==> src/rtl/pcsc_pkg.sv <==
package pcsc_pkg;

	localparam int CHANNELS       = 3;
	localparam int CMD_BITS       = 2;
	localparam int CODE_BITS      = 8;
	localparam int INDEX_BITS     = 12;
	localparam int VALUE_BITS     = 16;
	localparam int COEF_BITS      = 18;
	localparam int COEF_FRAC      = 14;
	localparam int ROW_BITS       = CHANNELS * COEF_BITS;
	localparam int CFG_INDEX_BITS = 2;
	localparam int DEGAMMA_DEPTH  = 1 << CODE_BITS;
	localparam int QUEUE_DEPTH    = 4;
	localparam int QUEUE_PTR_BITS = 2;

	// identity matrix rows, 1.0 = 1 << COEF_FRAC
	localparam logic [ROW_BITS-1:0] ROW_RED_RESET   = ROW_BITS'(1) << COEF_FRAC;
	localparam logic [ROW_BITS-1:0] ROW_GREEN_RESET = ROW_BITS'(1) << (COEF_BITS + COEF_FRAC);
	localparam logic [ROW_BITS-1:0] ROW_BLUE_RESET  =
		ROW_BITS'(1) << (2 * COEF_BITS + COEF_FRAC);

	typedef enum logic [CMD_BITS-1:0] {
		CMD_CONVERT = 2'd0,
		CMD_DEGAMMA = 2'd1,
		CMD_REGAMMA = 2'd2
	} cmd_t;

	typedef enum logic [CFG_INDEX_BITS-1:0] {
		REG_ROW_RED   = 2'd0,
		REG_ROW_GREEN = 2'd1,
		REG_ROW_BLUE  = 2'd2
	} reg_index_t;

	typedef enum logic [1:0] {
		KIND_PIXEL   = 2'd0,
		KIND_DEGAMMA = 2'd1,
		KIND_REGAMMA = 2'd2
	} kind_t;

	typedef struct packed {
		kind_t                 kind;
		logic [CODE_BITS-1:0]  in_red;
		logic [CODE_BITS-1:0]  in_green;
		logic [CODE_BITS-1:0]  in_blue;
		logic [INDEX_BITS-1:0] table_index;
		logic [VALUE_BITS-1:0] table_value;
	} pcsc_item_t;

	typedef struct packed {
		logic       valid;
		pcsc_item_t item;
	} pcsc_word_t;

endpackage

==> src/rtl/pcsc_queue.sv <==
module pcsc_queue import pcsc_pkg::*; (
	input  logic       clk,
	input  logic       arst_n,
	input  pcsc_word_t push,
	input  logic       pop,
	output pcsc_word_t head,
	output logic       full
);

	pcsc_item_t                mem_q [QUEUE_DEPTH];
	logic [QUEUE_PTR_BITS-1:0] wr_ptr_q;
	logic [QUEUE_PTR_BITS-1:0] rd_ptr_q;
	logic [QUEUE_PTR_BITS:0]   count_q;

	assign full       = count_q == (QUEUE_PTR_BITS + 1)'(QUEUE_DEPTH);
	assign head.valid = count_q != '0;
	assign head.item  = mem_q[rd_ptr_q];

	always_ff @(posedge clk or negedge arst_n) begin
		if (!arst_n) begin
			wr_ptr_q <= '0;
			rd_ptr_q <= '0;
			count_q  <= '0;
		end else begin
			if (push.valid) begin
				wr_ptr_q <= wr_ptr_q + 1'b1;
			end
			if (pop) begin
				rd_ptr_q <= rd_ptr_q + 1'b1;
			end
			case ({push.valid, pop})
				2'b10:   count_q <= count_q + 1'b1;
				2'b01:   count_q <= count_q - 1'b1;
				default: count_q <= count_q;
			endcase
		end
	end

	always_ff @(posedge clk) begin
		if (push.valid) begin
			mem_q[wr_ptr_q] <= push.item;
		end
	end

endmodule

==> config.mk <==
export PLATFORM = sky130hd
export DESIGN_NAME = pcsc_queue
export DESIGN_NICKNAME = d
export VERILOG_FILES = /design/src/rtl/pcsc_pkg.sv /design/src/rtl/pcsc_queue.sv
export SDC_FILE = /design/constraint.sdc
export NUM_CORES = 1
export LEC_CHECK = 0
export BUFFER_PORTS_ARGS = -buffer_cell sky130_fd_sc_hd__clkbuf_2
export CAP_MARGIN = 20
export CORE_ASPECT_RATIO = 1.25
export CORE_MARGIN = 8
export CORE_UTILIZATION = 40
export DETAILED_ROUTE_END_ITERATION = 7
export GPL_TIMING_DRIVEN = 0
export PLACE_DENSITY = 0.64
export SLEW_MARGIN = 20
export SYNTH_ARGS = -nofsm -noshare
export SYNTH_HDL_FRONTEND = slang
export SYNTH_SLANG_ARGS = --single-unit
==> constraint.sdc <==
create_clock -name clk -period 5.9 [get_ports clk]
set_input_delay 0.295 -clock clk [delete_from_list [all_inputs] [get_ports clk]]
set_output_delay 0.295 -clock clk [all_outputs]
set_load 0.02 [all_outputs]
* After elaboration in Yosys (flattened, before gate mapping)
Memory sizes are Yosys's and may differ from the RTL's. Cells that the tools add are included.
Word-level totals: bits in registers 7, bits in writable memories 216, input bits 58, output and inout port bits 56, word-level logic and storage cells 16, memories 1
Memory list:
- mem_q | depth 4, width 54, rd ports 1, clocked after Yosys merged registers in 0, wr ports 1, line pcsc_queue.sv:10 | pcsc_item_t mem_q [QUEUE_DEPTH];
Operators by class: add/subtract/negate cells 4, equal/unequal tests 3, mux-type cells 3, reduce and logical (&&, ||, !) cells 2
Operators by type and width (number):
- $pmux 3 s2 | 1
- $add 2x1->2 const B | 2
- $add 3x1->3 const B | 1
- $eq 3x3->1 const B | 1
- $reduce_bool 3->1 | 1
- $sub 3x1->3 const B | 1
- $eq 2x1->1 const B | 1
- $eq 2x2->1 const B | 1
- $mux 1 | 2
- $reduce_bool 2->1 | 1

* Depth between registers and ports, before layout
depth in word-level cells 2, mapped depth 7, depth with buffers taken out 7

* Worst setup path after synthesis
OpenSTA, ideal clock, no wires.
path kind reg2reg, start register wr_ptr_q[0], end memory mem_q[0][0] in the netlist's numbering, enable pin, setup time 0.417 ns, arrival time 1.902 ns, data required time 5.483 ns, setup slack 3.581 ns, stages on the path, launching flop included 4, buffers on the path 0, period minus slack after synthesis 2.319 ns, cells stage by stage dfrtp_1 > inv_1 > ha_1 > and2_1
RTL lines:
- from (decl) | line pcsc_queue.sv:11 | logic [QUEUE_PTR_BITS-1:0] wr_ptr_q;
- from (signal assigned) | line pcsc_queue.sv:26 | wr_ptr_q <= wr_ptr_q + 1'b1;
- to (decl) | line pcsc_queue.sv:10
No word-level cell before the write port.

==> summary.txt <==
Synthesis
  • Mapped cell area: 8190 um2
  • Post-synth EDFFs: 216
  • Number of synthesized register bits: between 200 and 250
  • Syn Inst Count: around 320
  • Leading post-synthesis cells by cell area: edfxtp_1 (79%), mux4_2 (15%), dfrtp_1 (2.1%)
  • Synth top cells by count: edfxtp_1 (216), mux4_2 (54), dfrtp_1 (7)
  • Yosys warning count: 0
  • Mean post-synth cell area: around 26 um2
  • Most common flop cell mapped by yosys: edfxtp_1
  • Post-synth ARST share: 0.0314
  • Cell taking the most area after synthesis: edfxtp_1
  • Most common cell in the netlist: edfxtp_1
  • Syn Nets: roughly 380
  • Yosys cell types: 18
  • Register area share after synthesis: 0.813
  • Share of the synthesized area in the top cell type: 0.792

Placed design
  • Port Buf Inserts: approximately 110
  • Final HPWL from detailed placement: 9760 um
  • Routability cong.: roughly 0.67

Clocking
  • CTS Sinks: ~220
  • Gates resized, CTS repair: 0
  • Clk pin slew, worst setup/hold paths: approximately 0.060 ns
  • CTS root buf: clkbuf_16
  • CTS max path bufs: 3
  • Worst-Skew Late Latency: ~0.5 ns
  • H-tree Lvls: 1
  • Cts bufs inserted: 22
  • TritonCTS clock tree: yes

Drt
  • Vias per std cell: 4.90
  • Routed len/inst: 20.1 um
  • 1st-iter DRT viols: ~180
  • DRT Wirelength: between 15000 and 20000 um
  • Routed Antenna Nets: 0
  • Drc violations: 0
  • Pre-antenna DRT Iters: 4
  • Vias: 3804

Setup path
  • CP most frequent cell: buf_6
  • Required @ worst endpoint: 5.61 ns
  • Worst R2R Path Depth: 4
  • Critical register-to-register path endpoint: mem_q[0][22]
  • Critical Path End: head[35]
  • Crit path launch type: flop
  • WS Path Type: flop to primary output
  • Critical-path cell list: buf_6 -> buf_6 -> mux4_2 -> clkbuf_2
  • CP Capture Type: primary output
  • Critical Path Source: rd_ptr_q[0]
  • CP max FO: 10
  • Max incr delay on CP: approximately 0.54 ns
  • Reg2reg start: wr_ptr_q[0]
  • Reg2Reg Setup Slack: around 4.3 ns
  • Crit path DAT: between 1.5 and 2 ns
  • Worst path slowest cell: mux4_2

Cells and area
  • Synth-to-Final Area Change: 25.2%
  • Layout cell share with drive strength beyond 1: 0.440
  • Diodes inserted: 0
  • Nets: about 560
  • Fill count: approximately 1700

Timing
  • Fin crit period: between 2 and 2.5 ns
  • Fin crit share: 0.387
  • Setup-failing EPs final: 0
  • Final Hold Fails: 0
  • Pins Over Slew Limit: 0
  • Slew @ Worst Pin: around 0.34 ns
  • Final TNS setup: 0 ns
  • Max Clock Freq: around 440 MHz
  • Skew final: approximately 0.015 ns
  • Max-Slew Margin vs Limit: 0.775
  • RSZ-0062 raised after global routing: no

Run
  • Max-cap viol count: 0

Die
  • Ports: between 100 and 150
  • Die height: about 180 um
  • Die area: about 25000 um2
  • Core area: just over 20000 um2
  • Initial core utilization: 0.408
  • FP Rows: 58
  • Die X: around 140 um

Min path
  • Min-delay worst type: primary input to flop
  • HP Start: push[9]

Power and ir drop
  • Leak pwr: between 3 and 4 nW
  • Power per cell area: 503 nW/um2
  • Overall power: slightly above 5 mW
  • VDD IR max: about 300 uV

Global route
  • First-pass GRT wire length: approximately 24000 um
  • Grt total ovfl: 0
  • Vias in the first global route: 4409
  • Initial antenna violation count: 0
  • GRT Overall Usage: 0.125
  • Pin count of the biggest net entering global routing: 41

Outcome
  • Status: completed
[cells in the final DEF, fill, tap and decap left out, types with 2 or more instances in the layout]
master,synthesis,layout
edfxtp_1,216,216
buf_2,6,6
inv_1,6,6
buf_16,0,4
dlygate4sd3_1,0,32
clkbuf_8,0,4
xor2_1,4,4
ha_1,5,5
mux4_2,54,54
xnor2_1,2,2
buf_6,5,5
clkinv_4,0,2
nand2_1,2,2
dfrtp_1,7,7
and2_4,0,4
clkbuf_2,0,113
clkinv_2,0,5
clkbuf_1,0,4
clkbuf_16,0,22
[registers in the layout (all words and copies together) (netlist names)]
name	count
count_q	3
mem_q	216
wr_ptr_q	2
rd_ptr_q	2
[worst max-delay path: cells and delay by family, from the launching register on]
kind / cells / cell delay (ns)
buf+inv: 3 / 0.59
flops: 1 / 0.37
mux: 1 / 0.54
[metal layers]
metal | GRT usage | part of all wire | vias up
met2 | 0.225 | 0.54 | 87
met3 | 0.0259 | 0.055 | 16
met1 | 0.147 | 0.39 | 2003
li1 | - | - | 1698
met5 | 0 | 0 | -
met4 | 0.0338 | 0.013 | 0
[worst min-delay path by stage]
stage / end / slack [ns] / depth (start not counted)
finish: mem_q[0][9] / 0.03 / 1
global route: mem_q[2][5] / 0.006 / 1
CTS: mem_q[2][27] / 0.001 / 1
detailed placement: count_q[0] / 0.15 / 1
global placement: count_q[1] / 0.14 / 1
floorplan: count_q[0] / -0.0006 / 0
[report_power, final]
group | switching [mW] | internal, mW | total (mW) | leakage [nW]
Clock | 0.562 | 0.787 | 1.35 | 0.354
Combinational | 0.975 | 0.697 | 1.67 | 1.19
Sequential | 0.0681 | 2.07 | 2.14 | 2.07
[area by class of cell]
cell class | instances | area, um2 | share of cell area
multi-input combinational | 77 | 1430 | 0.139
timing repair buffer | 149 | 996 | 0.0971
inverter | 6 | 22.5 | 0.00220
clock buffer | 30 | 621 | 0.0605
buffer | 12 | 93.8 | 0.00915
sequential | 223 | 6660 | 0.650
tap | 270 | 338 | 0.0329
clock inverter | 10 | 96.3 | 0.00940
[through the flow]
step | area (um2) | hold slack, ns | utilization | worst slack (ns) | instances
floorplan | 8190 | -0.000591 | - | 3.58 | 318
CTS | 10300 | 0.00137 | 0.510 | 3.55 | 777
finish | 10300 | 0.0275 | 0.510 | 3.61 | 777
global placement | 9100 | 0.143 | 0.453 | 2.47 | 701
global route | 10300 | 0.00595 | 0.510 | 3.51 | 777
detailed placement | 9220 | 0.151 | 0.458 | 4.08 | 705
[repair_timing]
| action | 4_1_cts | 5_1_grt |
|---|---|---|
| setup buffers | 0 | 0 |
| hold buffers | 32 | 0 |
| hold endpoints to repair | 125 | 0 |
[cell families (layout without fill, tap and decap cells)]
| group | Yosys count | count (layout) | share of synthesized area |
|---|---|---|---|
| fa+ha+maj | 6 | 6 | 0.0101 |
| xor+xnor | 6 | 6 | 0.00641 |
| mux | 55 | 55 | 0.150 |
| buf+inv | 18 | 207 | 0.0142 |
| simple gates | 9 | 9 | 0.00596 |
| compound gates | 1 | 1 | 0.000610 |
| flops | 223 | 223 | 0.813 |
No activity file was read; power rests on OpenSTA's default activity.
